### config.mk
export PLATFORM = sky130hd
export DESIGN_NAME = fbrb_queue
export DESIGN_NICKNAME = d
export VERILOG_FILES = /design/src/rtl/fbrb_pkg.sv /design/src/rtl/fbrb_queue.sv
export SDC_FILE = /design/constraint.sdc
export NUM_CORES = 1
export LEC_CHECK = 0
export BUFFER_PORTS_ARGS = -buffer_cell sky130_fd_sc_hd__buf_2
export CORE_ASPECT_RATIO = 1.4
export CORE_MARGIN = 1.5
export CORE_UTILIZATION = 52
export CTS_CLUSTER_DIAMETER = 150
export DETAILED_ROUTE_END_ITERATION = 10
export GPL_TIMING_DRIVEN = 1
export PLACE_DENSITY = 0.86
export SLEW_MARGIN = 25
export SYNTH_ARGS = -nofsm -noshare
export SYNTH_HDL_FRONTEND = slang
export SYNTH_SLANG_ARGS = --single-unit
### constraint.sdc
create_clock -name clk -period 7 [get_ports clk]
set_input_delay 1.4 -clock clk [delete_from_list [all_inputs] [get_ports clk]]
set_output_delay 1.4 -clock clk [all_outputs]
set_load 0.02 [all_outputs]
### src/rtl/fbrb_pkg.sv
// Shared types and constants for the rectangle blitter.
`default_nettype none
package fbrb_pkg;

  localparam logic [2:0] OP_FILL  = 3'd0;
  localparam logic [2:0] OP_OPEN  = 3'd1;
  localparam logic [2:0] OP_PIXEL = 3'd2;
  localparam logic [2:0] OP_COPY  = 3'd3;
  localparam logic [2:0] OP_READ  = 3'd4;

  localparam logic [2:0] ST_OK      = 3'd0;
  localparam logic [2:0] ST_OUTSIDE = 3'd1;
  localparam logic [2:0] ST_BADSIZE = 3'd2;
  localparam logic [2:0] ST_EMPTY   = 3'd3;
  localparam logic [2:0] ST_STRAY   = 3'd4;

  localparam logic [1:0] PS_8      = 2'd0;
  localparam logic [1:0] PS_16     = 2'd1;
  localparam logic [1:0] PS_32     = 2'd2;
  localparam logic [1:0] PS_UNSUPP = 2'd3;

  localparam logic [1:0] REG_PITCH  = 2'd0;
  localparam logic [1:0] REG_HEIGHT = 2'd1;
  localparam logic [1:0] REG_PSIZE  = 2'd2;

  typedef enum logic [2:0] {
    K_NOP,
    K_PIX,
    K_FILL,
    K_COPY,
    K_READ
  } kind_t;

  // One queued command for the back end.
  typedef struct packed {
    kind_t       kind;
    logic [8:0]  x;
    logic [8:0]  y;
    logic [8:0]  w;
    logic [8:0]  h;
    logic [8:0]  sx;
    logic [8:0]  sy;
    logic [31:0] value;
    logic [2:0]  status;
    logic        done;
  } cmd_t;

  function automatic logic [31:0] size_mask(input logic [1:0] code);
    logic [31:0] m;
    case (code)
      PS_8:    m = 32'h0000_00FF;
      PS_16:   m = 32'h0000_FFFF;
      default: m = 32'hFFFF_FFFF;
    endcase
    return m;
  endfunction

endpackage
`default_nettype wire

### src/rtl/fbrb_queue.sv
// Two-entry command queue between front and back end.
`default_nettype none
module fbrb_queue (
  input  wire logic          clk,
  input  wire logic          rst_n,
  input  wire logic          push,
  input  fbrb_pkg::cmd_t     push_cmd,
  output logic               can_push,
  input  wire logic          pop,
  output fbrb_pkg::cmd_t     head,
  output logic               not_empty
);
  fbrb_pkg::cmd_t ent_r [2];
  logic           wp_r, rp_r;
  logic [1:0]     cnt_r;

  assign can_push  = (cnt_r != 2'd2);
  assign not_empty = (cnt_r != 2'd0);
  assign head      = ent_r[rp_r];

  always_ff @(posedge clk) begin
    if (push) begin
      ent_r[wp_r] <= push_cmd;
    end
  end

  always_ff @(posedge clk) begin
    if (!rst_n) begin
      wp_r  <= 1'b0;
      rp_r  <= 1'b0;
      cnt_r <= 2'd0;
    end else begin
      if (push) wp_r <= ~wp_r;
      if (pop)  rp_r <= ~rp_r;
      if (push && !pop)      cnt_r <= cnt_r + 2'd1;
      else if (!push && pop) cnt_r <= cnt_r - 2'd1;
    end
  end
endmodule
`default_nettype wire

==> flow_metrics.env <==
export IMPL_synth_area_um2=7210
export IMPL_h_tree_depth=4
export IMPL_hpwl_mm=8.43
export IMPL_std_cell_rows=50
export IMPL_first_pass_iters=4
export IMPL_tritoncts="yes"
export IMPL_tightestPinTransition_ns=0.920
export IMPL_clkTransAtPathRegs_ns=0.06
export IMPL_path_class="flip-flop to output port"
export IMPL_final_cell_mix="buf_2, edfxtp_1, mux2_4"
export IMPL_drv_cap=0
export IMPL_ys_seq_area_share_pct=78.8
export IMPL_drtIter0Drc=180
export IMPL_numCtsBuffers=17
export IMPL_p_sw_share_pct=22.6
export IMPL_p_comb_share_pct=12.1
export IMPL_tns_ns=0
export IMPL_p_leak_nw=3.52
export IMPL_cts_root_buf="clkbuf_16"
export IMPL_hold_end="cnt_r[1]"
export IMPL_globalplace_congestion=0.704
export IMPL_crit_buf_inv=2
export IMPL_r2r_cells=2
export IMPL_period_needed_ns=4.08
export IMPL_cts_hold_fix_buffers=0
export IMPL_worstPathRequired_ns=5.60
export IMPL_finalHoldViolCount=0
export IMPL_power_density_nw_per_um2=293
export IMPL_relSlewSlack_pct=38.7
export IMPL_grt_max_degree=58
export IMPL_critPathMaxStageDelay_ns=0.81
export IMPL_synth_cells=311
export IMPL_num_vias=3547
export IMPL_r2r_start="wp_r"
export IMPL_startpoint_type="flip-flop"
export IMPL_fin_nets=613
export IMPL_core_um2=13500
export IMPL_min_from="cnt_r[1]"
export IMPL_final_max_slew_viol_count=0
export IMPL_syn_avg_cell_area_um2=23.2
export IMPL_dieArea_um2=14600
export IMPL_irDropWorstVdd_mv=0.186
export IMPL_ant_nets=0
export IMPL_r2r_slack_ns=4.97
export IMPL_design_portCount=192
export IMPL_fin_crit_sh_pct=58.3
export IMPL_cp_top_family="buffers and inverters"
export IMPL_grt_overflow=0
export IMPL_synthesis_nets=409
export IMPL_internal_power_mw=2.03
export IMPL_p_sw_mw=0.591
export IMPL_worstPathCellList="buf_4, mux2_2, buf_2"
export IMPL_arrival_ns=2.68
export IMPL_status="finished clean"
export IMPL_grt_pass1_wl_mm=18.4
export IMPL_p_seq_share_pct=51.5
export IMPL_synth_cell_types=19
export IMPL_synth_seq_cells=191
export IMPL_skew_ns=0.0107
export IMPL_crit_fanout=51
export IMPL_drc=0
export IMPL_routed_wl_mm=12.5
export IMPL_crit_path_top_delay_cell="buf_4"
export IMPL_max_freq_mhz=245
export IMPL_grt_use_total_pct=17.3
export IMPL_initial_core_util_pct=53.6
export IMPL_drive_gt1_share_pct=60.6
export IMPL_post_cts_buffers=0
export IMPL_die_y_um=142
export IMPL_cts_max_path_buffers=2
export IMPL_setup_violations_final=0
export IMPL_clock_latency_ns=0.42
export IMPL_rsz0062_at_grt="false"
export IMPL_post_cts_resized=0
export IMPL_via_per_inst=4.98
export IMPL_io_buffer_count=191
export IMPL_layout_commonest_cell="buf_2"
export IMPL_cp_end_kind="output port"
export IMPL_die_w_um=103
export IMPL_yosysWarnings=0
export IMPL_antenna_found_initial=3
export IMPL_min_path_type="flip-flop to flip-flop"
export IMPL_wl_per_cell_um=17.5
export IMPL_grt_pass1_vias=3684
export IMPL_holdPathStages=2
export IMPL_syn_to_final_growth_pct=23.9
export IMPL_final_util_pct=66.4
export IMPL_rr_endpoint="ent_r[1][37]"
export IMPL_cts_sinks=191
export IMPL_pwr_share_clk_pct=36.4
==> worst reg2reg max path: stages (launching register included) <==
cell and delay, ns:
dfxtp_1 0.38, and2_4 0.50, buf_4 0.70
==> synth_stat cells <==
master | count | share of area (%)
edfxtp_1 | 186 | 77
mux2_4 | 70 | 15
mux2_2 | 23 | 3.6
buf_6 | 7 | 1.1
dfxtp_1 | 5 | 1.4
and2_1 | 4 | 0.35
buf_2 | 2 | 0.14
nor2b_1 | 2 | 0.17
xor2_1 | 2 | 0.24
a21boi_1 | 1 | 0.10
buf_4 | 1 | 0.10
ha_1 | 1 | 0.17
inv_1 | 1 | 0.052
nand2b_1 | 1 | 0.087
o21a_1 | 1 | 0.10
o21ai_0 | 1 | 0.069
or2_2 | 1 | 0.087
or3_1 | 1 | 0.087
xnor2_1 | 1 | 0.12
==> state kept, by name, indices dropped and copies added, names as in the netlist, named ones only <==
register and count:
rp_r 1, cnt_r 2, wp_r 1, ent_r 186
==> power by group through the flow <==
stage               Clock (mW)  Sequential, mW  Combinational [mW]
floorplan                    0            1.36               0.228
global placement             0            1.37               0.312
detailed placement           0            1.38               0.320
CTS                      0.975            1.35               0.321
global route              1.01            1.35               0.337
finish                   0.952            1.35               0.317
==> worst max-delay path by stage <==
stage / from / endpoint / slack (ns) / cells after the start
final: flip-flop / head[10] / 2.92 / 3
after global routing: flip-flop / head[10] / 2.79 / 3
after CTS: flip-flop / head[10] / 2.87 / 3
after detailed placement: flip-flop / head[10] / 3.31 / 3
after global placement: flip-flop / head[10] / 3.37 / 3
after floorplan: push / ent_r[0][0] / 0.96 / 1
==> kinds of logic (layout without fill, tap and decap cells) <==
logic type | Yosys count | count (layout) | synth area share [%]
XOR/XNOR | 3 | 3 | 0.364
other | 0 | 2 | 0
AND/OR/NAND/NOR | 9 | 9 | 0.781
multiplexers | 93 | 93 | 18.2
AO/OA/AOI/OAI | 3 | 3 | 0.278
buffers and inverters | 11 | 228 | 1.39
adder cells (fa/ha/maj) | 1 | 1 | 0.173
flip-flops | 191 | 191 | 78.8
==> metrics by stage <==
step                setup WS (ns)  total power, mW  std cells  area, µm²  hold slack, ns
global placement             3.37             1.68        678       8340           0.479
global route                 2.79             2.71        710       8930           0.605
detailed placement           3.31             1.70        678       8340           0.540
floorplan                   0.959             1.59        311       7210           0.466
finish                       2.92             2.62        712       8940           0.558
CTS                          2.87             2.65        710       8930           0.561
==> routing by layer <==
layer | GRT usage [%] | routed length, µm | vias up | share of wire [%]
met3 | 6.48 | 862 | 19 | 6.9
met5 | 0 | 13 | - | 0.10
met1 | 17.4 | 4410 | 1760 | 35
met2 | 31.7 | 6990 | 124 | 56
li1 | - | - | 1642 | -
met4 | 6.20 | 189 | 2 | 1.5
==> area by class of cell <==
class	count	area [µm²]
sequential	191	5690
fill	903	4510
multi-input combinational	109	1440
timing repair buffer	195	986
clock buffer	17	425
tap	182	228
clock inverter	15	165
antenna	2	5.00
inverter	1	3.75
No activity file was read; power rests on OpenSTA's default activity.
