<file path="src/rtl/fbrb_pkg.sv">
// Shared types and constants for the rectangle blitter.
`default_nettype none
package fbrb_pkg;

  localparam logic [2:0] OP_FILL  = 3'd0;
  localparam logic [2:0] OP_OPEN  = 3'd1;
  localparam logic [2:0] OP_PIXEL = 3'd2;
  localparam logic [2:0] OP_COPY  = 3'd3;
  localparam logic [2:0] OP_READ  = 3'd4;

  localparam logic [2:0] ST_OK      = 3'd0;
  localparam logic [2:0] ST_OUTSIDE = 3'd1;
  localparam logic [2:0] ST_BADSIZE = 3'd2;
  localparam logic [2:0] ST_EMPTY   = 3'd3;
  localparam logic [2:0] ST_STRAY   = 3'd4;

  localparam logic [1:0] PS_8      = 2'd0;
  localparam logic [1:0] PS_16     = 2'd1;
  localparam logic [1:0] PS_32     = 2'd2;
  localparam logic [1:0] PS_UNSUPP = 2'd3;

  localparam logic [1:0] REG_PITCH  = 2'd0;
  localparam logic [1:0] REG_HEIGHT = 2'd1;
  localparam logic [1:0] REG_PSIZE  = 2'd2;

  typedef enum logic [2:0] {
    K_NOP,
    K_PIX,
    K_FILL,
    K_COPY,
    K_READ
  } kind_t;

  // One queued command for the back end.
  typedef struct packed {
    kind_t       kind;
    logic [8:0]  x;
    logic [8:0]  y;
    logic [8:0]  w;
    logic [8:0]  h;
    logic [8:0]  sx;
    logic [8:0]  sy;
    logic [31:0] value;
    logic [2:0]  status;
    logic        done;
  } cmd_t;

  function automatic logic [31:0] size_mask(input logic [1:0] code);
    logic [31:0] m;
    case (code)
      PS_8:    m = 32'h0000_00FF;
      PS_16:   m = 32'h0000_FFFF;
      default: m = 32'hFFFF_FFFF;
    endcase
    return m;
  endfunction

endpackage
`default_nettype wire

</file>
<file path="src/rtl/fbrb_front.sv">
// Front end: bounds checks, raw rectangle cursor, command classification.
`default_nettype none
module fbrb_front (
  input  wire logic        clk,
  input  wire logic        rst_n,
  input  wire logic        accept,
  input  wire logic [2:0]  op,
  input  wire logic [7:0]  x_pos,
  input  wire logic [7:0]  y_pos,
  input  wire logic [8:0]  rect_width,
  input  wire logic [8:0]  rect_height,
  input  wire logic [7:0]  src_x,
  input  wire logic [7:0]  src_y,
  input  wire logic [31:0] pixel_value,
  input  wire logic [8:0]  eff_pitch,
  input  wire logic [8:0]  eff_height,
  input  wire logic [1:0]  psize,
  output fbrb_pkg::cmd_t   cmd
);
  logic       active_r, active_nxt;
  logic [8:0] org_x_r, org_x_nxt;
  logic [8:0] rw_r, rw_nxt;
  logic [8:0] cx_r, cx_nxt;
  logic [8:0] cy_r, cy_nxt;
  logic [8:0] end_y_r, end_y_nxt;

  logic       dst_out, src_out, empty, bad;
  logic [2:0] rect_st;
  logic [9:0] cx_inc, cy_inc, row_end;

  always_comb begin
    dst_out = ({2'b0, x_pos} + {1'b0, rect_width}) > {1'b0, eff_pitch} ||
              ({2'b0, y_pos} + {1'b0, rect_height}) > {1'b0, eff_height};
    src_out = ({2'b0, src_x} + {1'b0, rect_width}) > {1'b0, eff_pitch} ||
              ({2'b0, src_y} + {1'b0, rect_height}) > {1'b0, eff_height};
    empty   = (rect_width == 9'd0) || (rect_height == 9'd0);
    bad     = (psize == fbrb_pkg::PS_UNSUPP);
    if (dst_out)    rect_st = fbrb_pkg::ST_OUTSIDE;
    else if (empty) rect_st = fbrb_pkg::ST_EMPTY;
    else if (bad)   rect_st = fbrb_pkg::ST_BADSIZE;
    else            rect_st = fbrb_pkg::ST_OK;
    cx_inc  = {1'b0, cx_r} + 10'd1;
    cy_inc  = {1'b0, cy_r} + 10'd1;
    row_end = {1'b0, org_x_r} + {1'b0, rw_r};
  end

  always_comb begin
    active_nxt = active_r;
    org_x_nxt  = org_x_r;
    rw_nxt     = rw_r;
    cx_nxt     = cx_r;
    cy_nxt     = cy_r;
    end_y_nxt  = end_y_r;

    cmd.kind   = fbrb_pkg::K_NOP;
    cmd.x      = {1'b0, x_pos};
    cmd.y      = {1'b0, y_pos};
    cmd.w      = rect_width;
    cmd.h      = rect_height;
    cmd.sx     = {1'b0, src_x};
    cmd.sy     = {1'b0, src_y};
    cmd.value  = pixel_value;
    cmd.status = fbrb_pkg::ST_OK;
    cmd.done   = 1'b0;

    case (op)
      fbrb_pkg::OP_FILL: begin
        cmd.status = rect_st;
        if (rect_st == fbrb_pkg::ST_OK) cmd.kind = fbrb_pkg::K_FILL;
      end
      fbrb_pkg::OP_OPEN: begin
        cmd.status = rect_st;
        active_nxt = 1'b0;
        if (rect_st == fbrb_pkg::ST_OK) begin
          active_nxt = 1'b1;
          org_x_nxt  = {1'b0, x_pos};
          rw_nxt     = rect_width;
          cx_nxt     = {1'b0, x_pos};
          cy_nxt     = {1'b0, y_pos};
          end_y_nxt  = 9'({1'b0, y_pos} + rect_height);
        end
      end
      fbrb_pkg::OP_PIXEL: begin
        if (!active_r) begin
          cmd.status = fbrb_pkg::ST_STRAY;
        end else begin
          cmd.x = cx_r;
          cmd.y = cy_r;
          if (bad) cmd.status = fbrb_pkg::ST_BADSIZE;
          else     cmd.kind   = fbrb_pkg::K_PIX;
          cx_nxt = cx_inc[8:0];
          if (cx_inc >= row_end) begin
            cx_nxt = org_x_r;
            cy_nxt = cy_inc[8:0];
            if (cy_inc >= {1'b0, end_y_r}) begin
              active_nxt = 1'b0;
              cmd.done   = 1'b1;
            end
          end
        end
      end
      fbrb_pkg::OP_COPY: begin
        cmd.status = (!dst_out && src_out) ? fbrb_pkg::ST_OUTSIDE : rect_st;
        if (!dst_out && !src_out && rect_st == fbrb_pkg::ST_OK) cmd.kind = fbrb_pkg::K_COPY;
      end
      fbrb_pkg::OP_READ: begin
        if ({1'b0, x_pos} >= eff_pitch || {1'b0, y_pos} >= eff_height)
          cmd.status = fbrb_pkg::ST_OUTSIDE;
        else if (bad) cmd.status = fbrb_pkg::ST_BADSIZE;
        else          cmd.kind   = fbrb_pkg::K_READ;
      end
      default: ;
    endcase
  end

  always_ff @(posedge clk) begin
    if (!rst_n) begin
      active_r <= 1'b0;
      org_x_r  <= 9'd0;
      rw_r     <= 9'd0;
      cx_r     <= 9'd0;
      cy_r     <= 9'd0;
      end_y_r  <= 9'd0;
    end else if (accept) begin
      active_r <= active_nxt;
      org_x_r  <= org_x_nxt;
      rw_r     <= rw_nxt;
      cx_r     <= cx_nxt;
      cy_r     <= cy_nxt;
      end_y_r  <= end_y_nxt;
    end
  end
endmodule
`default_nettype wire

</file>
<file path="config.mk">
export PLATFORM = sky130hd
export DESIGN_NAME = fbrb_front
export DESIGN_NICKNAME = d
export VERILOG_FILES = /design/src/rtl/fbrb_pkg.sv /design/src/rtl/fbrb_front.sv
export SDC_FILE = /design/constraint.sdc
export NUM_CORES = 1
export LEC_CHECK = 0
export ABC_AREA = 1
export BUFFER_PORTS_ARGS = -buffer_cell sky130_fd_sc_hd__buf_2
export CAP_MARGIN = 40
export CORE_MARGIN = 2
export CORE_UTILIZATION = 27
export DETAILED_ROUTE_END_ITERATION = 8
export GPL_ROUTABILITY_DRIVEN = 1
export PLACE_DENSITY_LB_ADDON = 0.05
export SYNTH_ARGS = -nofsm -noshare
export SYNTH_HDL_FRONTEND = slang
export SYNTH_SLANG_ARGS = --single-unit
</file>
<file path="constraint.sdc">
create_clock -name clk -period 5 [get_ports clk]
set_input_delay 1 -clock clk [delete_from_list [all_inputs] [get_ports clk]]
set_output_delay 1 -clock clk [all_outputs]
set_load 0.02 [all_outputs]
</file>
==> impl_metrics.env, run 1 <==
export IMPL_status="completed"
export IMPL_cap_violations=0
export IMPL_initial_core_util_pct=27.34
export IMPL_cp_max_fo=4
export IMPL_worst_pin_slew_ns=0.8641
export IMPL_synth_edf_count=0
export IMPL_cp_start_kind="input pin"
export IMPL_avgRoutedWirePerCell_um=14.17
export IMPL_max_freq_mhz=206.0
export IMPL_hold_class="flop to flop"
export IMPL_antenna_found_initial=0
export IMPL_clockRootBuffer="clkbuf_16"
export IMPL_path_clk_slew_ns=0.07
export IMPL_crit_chain="buf_4, ha_2, fa_2, nand3_1, nand2_1, a21oi_2, o21ai_1, nand2_1, nand2_1, a21oi_2, xor2_1, ha_1, a21oi_1, o21ai_0, o21ai_0, nand4_1, nor2_2, nand2_2, o31ai_2, buf_4"
export IMPL_firstDrtPassIters=4
export IMPL_cts_tree="yes"
export IMPL_powerDensity_nw_per_um2=190.7
export IMPL_grt_overflow=0
export IMPL_slowest_stage="fa_2"
export IMPL_period_share_pct=97.10
export IMPL_yosysWarnings=0
export IMPL_clockBufferDepth=2
export IMPL_vias=6247
export IMPL_num_rows=57
export IMPL_grt_max_degree=46
export IMPL_avgViaCountPerCell=4.387
export IMPL_die_area_um2=25750
export IMPL_grt_pass1_vias=6145
export IMPL_synth_area_per_cell_um2=6.643
export IMPL_yosysTopAreaCell="ha_1"
export IMPL_ys_ff_latch=45
export IMPL_numCtsBuffers=5
export IMPL_drc=0
export IMPL_rsz0062_at_grt="true"
export IMPL_place_congestion=0.7828
export IMPL_setup_viol=0
export IMPL_drt_iter0_drc=204
export IMPL_yosysTopAreaCellShare_pct=21.39
export IMPL_fin_skew_ns=0.009057
export IMPL_synthFlopType="dfxtp_1"
export IMPL_dp_final_hpwl_mm=17.10
export IMPL_drv_slew=0
export IMPL_totalWireLength_mm=20.17
export IMPL_final_hold_viol_count=0
export IMPL_netlist_area_um2=6610
export IMPL_drtAntennaViolNets=0
export IMPL_hold_ws_ns=0.4882
export IMPL_stdcell_count=1424
export IMPL_ys_types=44
export IMPL_ioPinCount=201
export IMPL_drive_gt1_share_pct=23.45
export IMPL_path_common_cell="nand2_1"
export IMPL_cts_sinks=45
export IMPL_num_nets_final=1326
export IMPL_netlist_instances=995
export IMPL_coreArea_um2=24180
export IMPL_grt_pass1_wl_mm=32.50
export IMPL_yosys_top_cells_area="ha_1 21%, dfxtp_1 14%, nand2_1 9.8%, inv_1 8.8%, buf_4 7.8%"
export IMPL_p_leak_nw=4.209
export IMPL_yosysSeqAreaShare_pct=13.63
export IMPL_slowest_delay_ns=0.34
export IMPL_diodes=0
export IMPL_endpoint_kind="primary output"
export IMPL_critPathKind="input pin to primary output"
export IMPL_cp_arrival_ns=3.86
export IMPL_die_h_um=160.5
export IMPL_grtUsageTotal_pct=15.79
export IMPL_min_period_ns=4.855
export IMPL_async_flop_share_pct=0
export IMPL_cts_htree_levels=2
export IMPL_dp_cells=1415
export IMPL_die_x_um=160.5
export IMPL_maxSlewHeadroom_pct=42.39
export IMPL_clk_insertion_delay_late_ns=0.29
export IMPL_cp_required_ns=4.00
export IMPL_area_growth_synth_to_final_pct=19.08
export IMPL_irDropWorstVdd_v=0.00009520
export IMPL_numPortBuffers=134
-- registers in the layout, summed over array words and instances, names as in the netlist --
signal and cells:
cx_r 9, cy_r 9, rw_r 9, active_r 1
org_x_r 8, end_y_r 9
-- logic make-up (layout without fill, tap and decap cells) --
| family | count (synthesis) | after routing | share of synthesized area, % |
|---|---|---|---|
| DFF | 45 | 45 | 13.63 |
| muxes | 2 | 2 | 0.3029 |
| xor gates and xnor gates | 46 | 46 | 6.095 |
| other | 1 | 2 | 0.05673 |
| buffers and inverters | 244 | 348 | 18.10 |
| adders and majority gates | 118 | 118 | 22.90 |
| and+or+nand+nor | 347 | 347 | 23.26 |
| AOI/OAI and AO/OA | 192 | 192 | 15.65 |
-- metal layers --
metal,up-vias,wire [µm],global-route usage [%]
met4,0,50,1.433
met5,-,0,0
met2,107,9891,28.66
met1,2733,9622,20.79
li1,3401,-,-
met3,6,609,1.808
-- placed cells by master (no fill, tap or decap), types with 7 or more instances in the layout --
master and n:
ha_1 104, dfxtp_1 45, nand4_1 17, inv_1 155, a21oi_2 9, nand3_2 7, a21oi_1 65, nand3_1 22
o21ai_0 79, nand2_1 165, nor3_1 9, nor2_1 92, xnor2_1 8, buf_2 126, buf_4 51, nand2_2 12
xor2_1 37
-- what timing repair did --
item	4_1_cts	5_1_grt
endpoints found under the setup margin	4	4
hold buffers	0	0
buffers inserted	0	2
pin swaps	17	31
resized for setup	21	48
-- cells in the mapped netlist (all sizes together) (4+ instances only) --
library cell  count
nand2           179
a31oi             4
nand4            18
dfxtp            45
o21ai            89
a21oi            74
nand3            30
a21o              7
buf              77
nor2             99
nor4              6
nor3             14
ha              113
xor2             38
clkbuf           10
xnor2             8
o31ai             4
o21bai            6
inv             157
fa                5
-- final cells by class --
type                       count  area (µm²)
multi-input combinational    707        4725
timing repair buffer         184        1109
sequential                    45       900.9
inverter                     157       589.3
fill                        2721       16310
tap                          324       405.4
clock buffer                   7       142.6
-- critical path: cells and delay by family --
| family | cells | cell delay [ns] |
|---|---|---|
| fa+ha+maj | 3 | 0.81 |
| simple gates | 7 | 0.81 |
| compound gates | 7 | 0.73 |
| buf+inv | 2 | 0.32 |
| xor+xnor | 1 | 0.16 |
-- power breakdown --
part           switching, mW  leakage (nW)  total [mW]  internal (mW)
registers            0.00929         0.365       0.381          0.371
clock network          0.151        0.0700       0.348          0.197
logic                  0.451          3.77       0.773          0.322
total                  0.610          4.21        1.50          0.891
-- metrics by stage --
stage	power [mW]	TNS (ns)	util (%)	cell area [µm²]	setup WS, ns
final	1.501	0	32.56	7871	0.1449
after global routing	1.643	-0.3758	32.56	7871	-0.1270
after CTS	1.497	-0.02735	31.78	7682	-0.02735
after detailed placement	1.128	-0.3058	30.87	7463	-0.1858
after global placement	1.136	-0.1479	30.76	7436	-0.06975
after floorplan	0.9189	0	-	6614	0.3186
-- path summary, 6_finish.rpt --
path	from	endpoint	slack (ns)	cells past startpoint
worst max-delay path	rect_height[0]	cmd[91]	0.14	20
worst min-delay path	end_y_r[3]	end_y_r[3]	0.49	2
worst max register to register	org_x_r[0]	cy_r[1]	0.89	22
worst min register to register	end_y_r[3]	end_y_r[3]	0.49	2
Note: power is estimated with default switching activity, not from simulation.
==> run 2, diff against run 1 <==
Settings changed: CORE_UTILIZATION 27 to 55, CTS_BUF_LIST from default to sky130_fd_sc_hd__clkbuf_2.
==> run 2 against run 1 <==
Against the previous run:
- hold slack better by 0.0068 ns
- clock power down 53%
- setup slack worse by 0.0033 ns
- via count about the same
- first-iteration DRC count up 56%
- combinational power down 9.1%
- clock-buffer cell count down 2
- global-route usage up 9.1 points
- clock skew up 0.026 ns
- total power down 17%
- critical path type unchanged
- largest power group unchanged
- highest routed layer unchanged
==> impl_metrics.env, run 2 (same netlist as run 1, synthesis figures left out) <==
export IMPL_status="completed"
export IMPL_vias=6241
export IMPL_cp_max_fo=4
export IMPL_hp_start="end_y_r[3]"
export IMPL_max_freq_mhz=205.8
export IMPL_cp_startpoint="rect_height[0]"
export IMPL_clk_insertion_delay_late_ns=0.46
export IMPL_drv_slew=0
export IMPL_endpoint_kind="primary output"
export IMPL_final_hold_viol_count=0
export IMPL_numPortBuffers=134
export IMPL_setup_viol=0
export IMPL_grtUsageTotal_pct=24.93
export IMPL_avgRoutedWirePerCell_um=13.46
export IMPL_drive_gt1_share_pct=20.08
export IMPL_multiInputGateArea_um2=4662
export IMPL_numCtsBuffers=5
export IMPL_die_x_um=113.6
export IMPL_initial_core_util_pct=55.73
export IMPL_grt_max_degree=46
export IMPL_totalWireLength_mm=16.34
export IMPL_critPathKind="input pin to primary output"
export IMPL_final_common_cell="nand2_1"
export IMPL_cp_required_ns=4.00
export IMPL_place_congestion=0.8694
export IMPL_cts_htree_levels=2
export IMPL_drtAntennaViolNets=0
export IMPL_final_util_pct=60.70
export IMPL_powerDensity_nw_per_um2=173.7
export IMPL_cp_start_kind="input pin"
export IMPL_drt_iter0_drc=318
export IMPL_grt_pass1_wl_mm=26.25
export IMPL_hold_ws_ns=0.4949
export IMPL_met1Wirelength_mm=7.476
export IMPL_num_rows=40
export IMPL_avgViaCountPerCell=5.141
export IMPL_ff_latch_area_um2=902.1
export IMPL_hold_class="flop to flop"
export IMPL_maxSlewHeadroom_pct=49.37
export IMPL_dp_final_hpwl_mm=13.51
export IMPL_wl_met2_mm=7.973
export IMPL_grt_overflow=0
export IMPL_slowest_delay_ns=0.39
export IMPL_clockBufferDepth=2
export IMPL_route_met3_wl_um=720
export IMPL_grt_pass1_vias=5678
export IMPL_rr_startpoint="rw_r[0]"
export IMPL_coreArea_um2=11860
export IMPL_path_clk_slew_ns=0.23
export IMPL_path_common_cell="nand3_2"
export IMPL_irDropWorstVdd_v=0.0001328
export IMPL_cp_arrival_ns=3.86
export IMPL_die_h_um=113.6
export IMPL_worst_pin_slew_ns=0.7595
export IMPL_ctsHoldBuffers=0
export IMPL_layout_common_cells="168 x nand2_1, 154 x inv_1, 130 x buf_2"
export IMPL_cap_violations=0
export IMPL_top_layer="met4"
export IMPL_ioPinCount=201
export IMPL_period_share_pct=97.17
export IMPL_die_area_um2=12910
export IMPL_min_period_ns=4.858
export IMPL_fin_skew_ns=0.03468
export IMPL_p_leak_nw=3.986
export IMPL_cts_tree="yes"
export IMPL_drc=0
export IMPL_num_nets_final=1291
export IMPL_crit_chain="buf_6, ha_4, fa_2, nand3_2, nand2_2, a21oi_2, o21ai_2, a21oi_1, o21bai_1, xor2_1, inv_1, ha_4, nand3_2, nor2_1, nand2_1, nand2_2, nand3_2, or2_4, o21ai_1, nand3_1, buf_6"
export IMPL_firstDrtPassIters=5
export IMPL_clockRootBuffer="clkbuf_2"
export IMPL_slowest_stage="fa_2"
export IMPL_cts_sinks=45
export IMPL_area_growth_synth_to_final_pct=8.915
export IMPL_antenna_found_initial=1
export IMPL_n_fill_cell=1228
run 2: through the flow:
stage	cells	cell area, µm²	power [mW]	setup slack, ns	TNS (ns)
after floorplan	996	6614	0.9189	0.3186	0
after global placement	1201	6957	1.045	0.03251	0
final	1214	7199	1.251	0.1416	0
after CTS	1209	7007	1.219	0.01506	0
after global routing	1213	7197	1.372	-0.04179	-0.04339
after detailed placement	1201	6957	1.051	-0.04522	-0.04522
run 2: report_power, final:
part / total (mW) / switching, mW / internal (mW)
combinational: 0.703 / 0.424 / 0.280
clock: 0.165 / 0.132 / 0.0332
sequential: 0.382 / 0.00915 / 0.373
run 2: worst paths after layout:
| check | slack, ns | cells past startpoint | to |
|---|---|---|---|
| worst max-delay path | 0.14 | 21 | cmd[1] |
| worst min-delay path | 0.49 | 2 | end_y_r[3] |
| worst max register to register | 1.06 | 21 | cy_r[0] |
| worst min register to register | 0.49 | 2 | end_y_r[3] |
run 2: routing by layer:
layer  track usage, %  up-vias
met3            3.932       19
met4            5.203        0
met1            31.53     2759
li1                 -     3319
met5                0        -
met2            44.87      144
run 2: cell type report:
class,count,share of cell area (%)
repair buffers,149,11.35
flip-flops and latches,45,12.53
well taps,147,2.555
clock inverters,3,0.2433
multi-input cells,707,64.75
diodes,1,0.03476
inverters,157,8.186
clock buffers,5,0.3476
run 2: what timing repair did:
| action | in CTS | in global routing |
|---|---|---|
| setup endpoints to repair | 1 | 5 |
| pin swaps | 1 | 19 |
| buffers inserted | 0 | 4 |
| gates resized for setup | 4 | 46 |
run 2: critical path, delay by kind of cell:
kind	cells	cell delay (ns)
and+or+nand+nor	9	0.86
adders and majority gates	3	0.83
buffers and inverters	3	0.35
AOI/OAI and AO/OA	5	0.62
xor gates and xnor gates	1	0.20
